--- config.mk ---
export PLATFORM = sky130hd
export DESIGN_NAME = address_range_ownership_table
export DESIGN_NICKNAME = d
export VERILOG_FILES = /design/src/sv/aro_pkg.sv /design/src/sv/aro_ctrl.sv /design/src/sv/aro_dp.sv /design/src/sv/address_range_ownership_table.sv
export SDC_FILE = /design/constraint.sdc
export NUM_CORES = 2
export LEC_CHECK = 0
export BUFFER_PORTS_ARGS = -buffer_cell sky130_fd_sc_hd__buf_2
export CORE_ASPECT_RATIO = 1.25
export CORE_UTILIZATION = 55
export CTS_CLUSTER_DIAMETER = 200
export DETAILED_ROUTE_END_ITERATION = 10
export GPL_TIMING_DRIVEN = 0
export HOLD_SLACK_MARGIN = 0.06
export PLACE_DENSITY = 0.75
export SYNTH_ARGS = -nofsm -noshare
export SYNTH_HDL_FRONTEND = slang
export SYNTH_HIERARCHICAL = 1
export SYNTH_SLANG_ARGS = --single-unit
--- constraint.sdc ---
create_clock -name clk_i -period 16.06 [get_ports clk_i]
set_clock_uncertainty 0.15 [all_clocks]
set_input_delay 0 -clock clk_i [delete_from_list [all_inputs] [get_ports clk_i]]
set_output_delay 0 -clock clk_i [all_outputs]
set_load 0.1 [all_outputs]
--- src/sv/aro_pkg.sv ---
`timescale 1ns / 1ps

package aro_pkg;

  // Default table depth.
  localparam int MaxRangesDef = 16;

  // Guest to physical translation constants.
  localparam logic [31:0] AddrMask   = 32'h1FFF_FFFF;
  localparam logic [31:0] HighWindow = 32'hE000_0000;
  localparam logic [31:0] HighOffset = 32'h0000_1000;

  // Request kinds.
  typedef enum logic [1:0] {
    ModeNote      = 2'd0,
    ModeQuery     = 2'd1,
    ModeWriteback = 2'd2,
    ModeUnused    = 2'd3
  } aro_mode_e;

  // Commands from the controller to the datapath.
  typedef struct packed {
    logic accept;
    logic scan;
    logic apply;
    logic load;
  } aro_cmd_t;

  // Status from the datapath to the controller.
  typedef struct packed {
    logic scan_done;
    logic out_free;
  } aro_status_t;

endpackage

--- src/sv/aro_ctrl.sv ---
`timescale 1ns / 1ps

module aro_ctrl (
  input  logic                 clk_i,
  input  logic                 rst_ni,
  input  logic                 in_valid_i,
  output logic                 in_ready_o,
  input  aro_pkg::aro_status_t status_i,
  output aro_pkg::aro_cmd_t    cmd_o
);
  import aro_pkg::*;

  typedef enum logic [3:0] {
    StIdle  = 4'b0001,
    StScan  = 4'b0010,
    StApply = 4'b0100,
    StLoad  = 4'b1000
  } state_e;

  state_e state_q, state_d;

  // A new request is taken only when the previous one has been handed over.
  assign in_ready_o = (state_q == StIdle);

  // Next state and command decode.
  always_comb begin
    state_d      = state_q;
    cmd_o        = '0;
    case (state_q)
      StIdle: begin
        if (in_valid_i) begin
          cmd_o.accept = 1'b1;
          state_d      = StScan;
        end
      end
      StScan: begin
        cmd_o.scan = 1'b1;
        if (status_i.scan_done) begin
          state_d = StApply;
        end
      end
      StApply: begin
        cmd_o.apply = 1'b1;
        state_d     = StLoad;
      end
      StLoad: begin
        if (status_i.out_free) begin
          cmd_o.load = 1'b1;
          state_d    = StIdle;
        end
      end
      default: begin
        state_d = StIdle;
      end
    endcase
  end

  // State register.
  always_ff @(posedge clk_i or negedge rst_ni) begin
    if (!rst_ni) begin
      state_q <= StIdle;
    end else begin
      state_q <= state_d;
    end
  end

endmodule

--- src/sv/aro_dp.sv ---
`timescale 1ns / 1ps

module aro_dp #(
  parameter int MaxRanges = aro_pkg::MaxRangesDef
) (
  input  logic                 clk_i,
  input  logic                 rst_ni,
  input  aro_pkg::aro_cmd_t    cmd_i,
  output aro_pkg::aro_status_t status_o,
  input  logic [1:0]           mode_i,
  input  logic [31:0]          base_addr_i,
  input  logic [31:0]          length_i,
  input  logic                 claimed_flag_i,
  output logic                 out_valid_o,
  input  logic                 out_ready_i,
  output logic                 owned_o,
  output logic [4:0]           range_count_o,
  output logic [63:0]          overflow_count_o,
  output logic [63:0]          considered_count_o,
  output logic [63:0]          suppressed_count_o
);
  import aro_pkg::*;

  localparam int IdxW = (MaxRanges > 1) ? $clog2(MaxRanges) : 1;
  localparam int CntW = $clog2(MaxRanges + 1);
  localparam logic [CntW-1:0] CntMax = CntW'(MaxRanges);

  // Latched request.
  aro_mode_e   mode_q;
  logic [31:0] base_q;
  logic [31:0] len_q;
  logic        claimed_q;
  logic [31:0] key_q;

  // Table and scan state.
  logic [63:0]     mem_q [MaxRanges];
  logic [63:0]     rdata_q;
  logic [CntW-1:0] count_q;
  logic [CntW-1:0] scan_q;
  logic            pv_q;
  logic            hit_q;
  logic            owned_q;

  // Counters.
  logic [63:0] overflow_q;
  logic [63:0] considered_q;
  logic [63:0] suppressed_q;

  // Output register.
  logic        out_valid_q;
  logic        out_owned_q;
  logic [4:0]  out_count_q;
  logic [63:0] out_overflow_q;
  logic [63:0] out_considered_q;
  logic [63:0] out_suppressed_q;

  logic [31:0] key_d;
  logic        rd_en;
  logic [31:0] r_lo;
  logic [31:0] r_size;
  logic [32:0] r_hi;
  logic [32:0] q_hi;
  logic        match;
  logic        note_ok;
  logic        full;

  // Translate a guest address for queries; notes use the base as given.
  always_comb begin
    key_d = base_addr_i;
    if (aro_mode_e'(mode_i) == ModeQuery) begin
      key_d = base_addr_i & AddrMask;
      if (base_addr_i >= HighWindow) begin
        key_d = key_d + HighOffset;
      end
    end
  end

  always_ff @(posedge clk_i) begin
    if (cmd_i.accept) begin
      mode_q    <= aro_mode_e'(mode_i);
      base_q    <= base_addr_i;
      len_q     <= length_i;
      claimed_q <= claimed_flag_i;
      key_q     <= key_d;
    end
  end

  // Compare the entry read in the previous cycle against the request.
  assign r_lo   = rdata_q[63:32];
  assign r_size = rdata_q[31:0];
  assign r_hi   = {1'b0, r_lo} + {1'b0, r_size};
  assign q_hi   = {1'b0, key_q} + {1'b0, len_q};

  always_comb begin
    if (mode_q == ModeNote) begin
      match = (r_lo == key_q) && (r_size == len_q);
    end else begin
      match = (key_q >= r_lo) && (q_hi <= r_hi);
    end
  end

  assign rd_en   = cmd_i.scan && (scan_q < count_q);
  assign full    = (count_q >= CntMax);
  assign note_ok = (mode_q == ModeNote) && (len_q != 32'd0) && !hit_q;

  assign status_o.scan_done = !(scan_q < count_q) && !pv_q;
  assign status_o.out_free  = !out_valid_q || out_ready_i;

  // Table storage: one write port at the fill point, one registered read port.
  always_ff @(posedge clk_i) begin
    if (cmd_i.apply && note_ok && !full) begin
      mem_q[count_q[IdxW-1:0]] <= {base_q, len_q};
    end
    if (rd_en) begin
      rdata_q <= mem_q[scan_q[IdxW-1:0]];
    end
  end

  // Scan walk, hit flag, entry count and counters.
  always_ff @(posedge clk_i or negedge rst_ni) begin
    if (!rst_ni) begin
      count_q      <= '0;
      scan_q       <= '0;
      pv_q         <= 1'b0;
      hit_q        <= 1'b0;
      owned_q      <= 1'b0;
      overflow_q   <= '0;
      considered_q <= '0;
      suppressed_q <= '0;
    end else begin
      if (cmd_i.accept) begin
        scan_q <= '0;
        pv_q   <= 1'b0;
        hit_q  <= 1'b0;
      end else if (cmd_i.scan) begin
        pv_q <= rd_en;
        if (rd_en) begin
          scan_q <= scan_q + CntW'(1);
        end
        if (pv_q && match) begin
          hit_q <= 1'b1;
        end
      end
      if (cmd_i.apply) begin
        owned_q <= (mode_q == ModeQuery) && (len_q != 32'd0) && hit_q;
        if (note_ok) begin
          if (full) begin
            overflow_q <= overflow_q + 64'd1;
          end else begin
            count_q <= count_q + CntW'(1);
          end
        end
        if (mode_q == ModeWriteback) begin
          considered_q <= considered_q + 64'd1;
          if (claimed_q) begin
            suppressed_q <= suppressed_q + 64'd1;
          end
        end
      end
    end
  end

  // Output valid flag.
  always_ff @(posedge clk_i or negedge rst_ni) begin
    if (!rst_ni) begin
      out_valid_q <= 1'b0;
    end else if (cmd_i.load) begin
      out_valid_q <= 1'b1;
    end else if (out_ready_i) begin
      out_valid_q <= 1'b0;
    end
  end

  // Output payload.
  always_ff @(posedge clk_i) begin
    if (cmd_i.load) begin
      out_owned_q      <= owned_q;
      out_count_q      <= 5'(count_q);
      out_overflow_q   <= overflow_q;
      out_considered_q <= considered_q;
      out_suppressed_q <= suppressed_q;
    end
  end

  assign out_valid_o        = out_valid_q;
  assign owned_o            = out_owned_q;
  assign range_count_o      = out_count_q;
  assign overflow_count_o   = out_overflow_q;
  assign considered_count_o = out_considered_q;
  assign suppressed_count_o = out_suppressed_q;

  // The table never holds more entries than it has room for.
  assert property (@(posedge clk_i) disable iff (!rst_ni) count_q <= CntMax)
    else $error("entry count exceeds table depth");

  // The scan pointer never runs past the filled part of the table.
  assert property (@(posedge clk_i) disable iff (!rst_ni) scan_q <= count_q)
    else $error("scan pointer beyond entry count");

  // A result is only loaded when the output slot is free.
  assert property (@(posedge clk_i) disable iff (!rst_ni)
    cmd_i.load |-> (!out_valid_q || out_ready_i))
    else $error("result overwritten before it was taken");

  // A writeback request bumps the considered counter by exactly one.
  assert property (@(posedge clk_i) disable iff (!rst_ni)
    cmd_i.apply && (mode_q == ModeWriteback) |=>
      considered_q == $past(considered_q) + 64'd1)
    else $error("considered counter not advanced");

  // The table only grows by one entry, through an accepted note.
  assert property (@(posedge clk_i) disable iff (!rst_ni)
    !cmd_i.apply |=> count_q == $past(count_q))
    else $error("entry count changed outside apply");

endmodule

--- src/sv/address_range_ownership_table.sv ---
`timescale 1ns / 1ps

// Table of up to MaxRanges claimed physical address ranges with three 64-bit
// wrapping counters. Each request (note a written range, query ownership of a
// guest range, or count a writeback decision) returns one result carrying the
// owned flag, the number of held ranges and the counters after the request is
// applied. Requests are handled one at a time: a request walks the filled part
// of the table through a single registered read port, one entry per cycle, and
// then moves its result into the output register once that is free. The next
// request is accepted once the previous result has been moved into the output
// register, even while that result still waits.
// Table entries need no clearing after reset; only filled entries are read.
module address_range_ownership_table #(
  parameter int MaxRanges = aro_pkg::MaxRangesDef
) (
  input  logic        clk_i,
  input  logic        rst_ni,
  input  logic        in_valid_i,
  output logic        in_ready_o,
  input  logic [1:0]  mode_i,
  input  logic [31:0] base_addr_i,
  input  logic [31:0] length_i,
  input  logic        claimed_flag_i,
  output logic        out_valid_o,
  input  logic        out_ready_i,
  output logic        owned_o,
  output logic [4:0]  range_count_o,
  output logic [63:0] overflow_count_o,
  output logic [63:0] considered_count_o,
  output logic [63:0] suppressed_count_o
);
  import aro_pkg::*;

  aro_cmd_t    cmd;
  aro_status_t status;

  // Request sequencing.
  aro_ctrl u_ctrl (
    .clk_i      (clk_i),
    .rst_ni     (rst_ni),
    .in_valid_i (in_valid_i),
    .in_ready_o (in_ready_o),
    .status_i   (status),
    .cmd_o      (cmd)
  );

  // Table, counters and output register.
  aro_dp #(
    .MaxRanges (MaxRanges)
  ) u_dp (
    .clk_i              (clk_i),
    .rst_ni             (rst_ni),
    .cmd_i              (cmd),
    .status_o           (status),
    .mode_i             (mode_i),
    .base_addr_i        (base_addr_i),
    .length_i           (length_i),
    .claimed_flag_i     (claimed_flag_i),
    .out_valid_o        (out_valid_o),
    .out_ready_i        (out_ready_i),
    .owned_o            (owned_o),
    .range_count_o      (range_count_o),
    .overflow_count_o   (overflow_count_o),
    .considered_count_o (considered_count_o),
    .suppressed_count_o (suppressed_count_o)
  );

endmodule

==> qor.csv <==
metric,value,unit
asr flop ratio synth,13.3,%
Ports,271,
Initial Util,55.5,%
status,finished clean,
initial antenna violation count,3,
post-route insts no fill,5616,
main combinational cell family by area after synthesis,multiplexers,
"Seq/Total Area, Yosys",73.0,%
startpoint type of the worst setup path,register,
Iter 0 DRT Violations,3301,
"Hold Violations, Final",0,
Finished Cell Area,74600,um^2
Final Util,65.0,%
Final min period,6090,ps
Rel. slew slack,3.57,%
area grow syn2layout,17.2,%
Routed Antenna Nets,0,
peak supply drop,119,uV
synth unique cells,84,
hpwl dp,105,mm
Hold Crit Class,input pin to register,
DR pass1 iterations,5,
mux share of post-synthesis cell area,11.4,%
XOR/XNOR Fraction of Synth Area,4.00,%
Syn Area/Cell,19.0,um^2
"commonest cells after routing, fill and taps aside","1373 x edfxtp_1, 320 x mux4_2, 274 x buf_2",
Main synth FF type,edfxtp_1,
CTS Sinks,1583,
adder and majority gate portion of the synthesized area,2.87,%
synthesized instance count,3358,
Synth Net Count,3574,
worst reg-to-reg path cell count,21,
Port-buffer cells,270,
clock slew at reported path FFs,60,ps
Clock Tree Root,clkbuf_16,
Max Buffers Root-to-Sink,3,
CP max FO,19,
WL/cell,27.8,um
total power,9550,uW
worst reg2reg setup slack,9970,ps
fin. max-slew vios,0,
Pleak,0.0267,uW
Least-Margin Pin Slew,1450,ps
hold path depth,4,
CTS Buf Count,146,
RD Place Congestion,0.935,
"EDFF count, synth",1373,
average vias per placed instance,6.15,
# rows,139,
CP required,16580,ps
Die H,382,um
Synth Area in Compound Gates,2.69,%
RSZ-0062 raised after global routing,false,
core area,115000,um^2
terminus of the critical flop-to-flop path,u_dp/hit_q$_DFFE_PN0P_,
Simple-Gate Fraction of Synth Area,4.99,%
"Cell Area, Synth",63700,um^2
H-tree depth,4,
die width,306,um
fin crit share,37.9,%
Routed WL,156,mm
vias,34600,
#FFs+latches synth,1583,
number of max-cap violations,0,
Inst Count DP,5211,
"commonest non-fill, non-tap cell in the layout",edfxtp_1,
global-route wire length before repair,229,mm
"Setup violations, final",0,
TritonCTS clock tree,built,
Worst-Skew Late Latency,800,ps
GRT Util Overall,27.2,%
layout cells sized above 1,23.4,%
kind of critical path,register to register,
final-stage net count,4237,
Hold Startpoint,base_addr_i[13],
grt total ovfl,0,
DIE AREA,117000,um^2
fill count,7597,
FF-to-FF Start,u_dp/len_q[9]$_DFFE_PP_,
largest net degree at the start of global routing,107,
CP Capture Type,register,
setup TNS,0,ps
crit path DAT,6620,ps
Worst Hold End,u_dp/key_q[15]$_DFFE_PP_,
drc violations,0,
warnings from Yosys,6,
vias in the first global route,34600,
pwr/cell area,128,nW/um^2
area of placed instances,68400,um^2
FMAX,164,MHz
-- metal layers --
layer	wire [um]	global-route usage (%)
met5	15	0
met2	78900	46.1
met3	12200	4.12
met1	58300	35.3
met4	6440	11.5
-- critical path: stages, from the launching register on --
cell      delay, ps
edfxtp_1        970
ha_1            380
clkbuf_1        180
a21oi_1         170
o21ai_0         130
a221oi_1        570
nand2_1         180
a21o_1          210
a21oi_1         230
o21bai_1        100
a21oi_1         200
xnor2_1         170
ha_1            280
a21o_1          160
a21o_1          180
a21o_1          180
a21o_1          180
a211oi_1        320
o211ai_1        190
a221oi_1        250
o21ai_0         260
a221oi_1        350
-- report_power, final --
part	internal, uW	switching (uW)	total [uW]	leakage (uW)
Combinational	542	639	1180	0.00870
Clock	1910	1490	3400	0.00228
Sequential	4720	252	4970	0.0157
-- logic make-up after synthesis --
logic type,Yosys count
fa+ha+maj,145
buf+inv,173
compound gates,261
flops,1583
simple gates,582
xor+xnor,290
mux,324
-- cells in the mapped netlist, types with 50 or more instances --
| cell type | count | area (um^2) |
|---|---|---|
| nor2_1 | 95 | 357 |
| xor2_1 | 85 | 744 |
| ha_1 | 143 | 1790 |
| clkbuf_1 | 59 | 221 |
| edfxtp_1 | 1373 | 41200 |
| a21oi_1 | 82 | 410 |
| dfrtp_1 | 209 | 5230 |
| xnor2_1 | 204 | 1790 |
| mux4_2 | 320 | 7210 |
| nand4_1 | 62 | 388 |
| inv_1 | 85 | 319 |
| nand3_1 | 94 | 470 |
| nand2_1 | 119 | 447 |
| a21o_1 | 50 | 375 |
-- sequential cells by signal (all words and copies together), names as in the netlist, 2 cells and up --
register	flops
u_ctrl/state_q	4
u_dp/suppressed_count_o	64
u_dp/rdata_q	64
u_dp/considered_q	64
u_dp/base_q	32
u_dp/suppressed_q	64
u_dp/considered_count_o	64
u_dp/range_count_o	5
u_dp/mem_q	1024
u_dp/overflow_q	64
u_dp/mode_q	2
u_dp/scan_q	5
u_dp/len_q	32
u_dp/count_q	5
u_dp/overflow_count_o	64
u_dp/key_q	20
-- metrics by stage --
stage / hold slack, ps / setup WS [ps]
after floorplan: -446 / 490
after global placement: 26.3 / -3810
after detailed placement: -16.4 / 10060
after CTS: 60.3 / 10000
after global routing: 111 / 9660
final: 121 / 9970
-- worst max path at each step --
stage          slack (ps)                                    to                         start
2_1_floorplan         490  u_dp/considered_count_o[0]$_DFFE_PP_  u_dp/out_valid_o$_DFFE_PN0P_
3_3_place_gp        -3810   u_dp/overflow_count_o[54]$_DFFE_PP_  u_dp/out_valid_o$_DFFE_PN0P_
3_5_place_dp        10060                u_dp/hit_q$_DFFE_PN0P_      u_dp/len_q[11]$_DFFE_PP_
4_1_cts             10000                u_dp/hit_q$_DFFE_PN0P_      u_dp/len_q[11]$_DFFE_PP_
5_1_grt              9660                u_dp/hit_q$_DFFE_PN0P_      u_dp/len_q[11]$_DFFE_PP_
6_report             9970                u_dp/hit_q$_DFFE_PN0P_       u_dp/len_q[9]$_DFFE_PP_
-- final cells by class --
cell class / instances / area [um^2] / share of cell area, %
Clock inverter: 88 / 826 / 1.11
Tap cell: 1480 / 1850 / 2.48
Clock buffer: 174 / 3870 / 5.19
Timing Repair Buffer: 515 / 4250 / 5.69
Inverter: 86 / 324 / 0.434
Antenna cell: 1 / 2.50 / 0.00336
Sequential cell: 1583 / 46500 / 62.3
Multi-Input combinational cell: 1602 / 16600 / 22.3
Buffer: 87 / 340 / 0.456
-- repair_timing --
action,4_1_cts,5_1_grt
hold buffers,142,0
endpoints found under the setup margin,0,0
setup buffers,0,0
gates resized for setup,0,0
endpoints found under the hold margin,384,0
(Power assumes the default switching activity.)
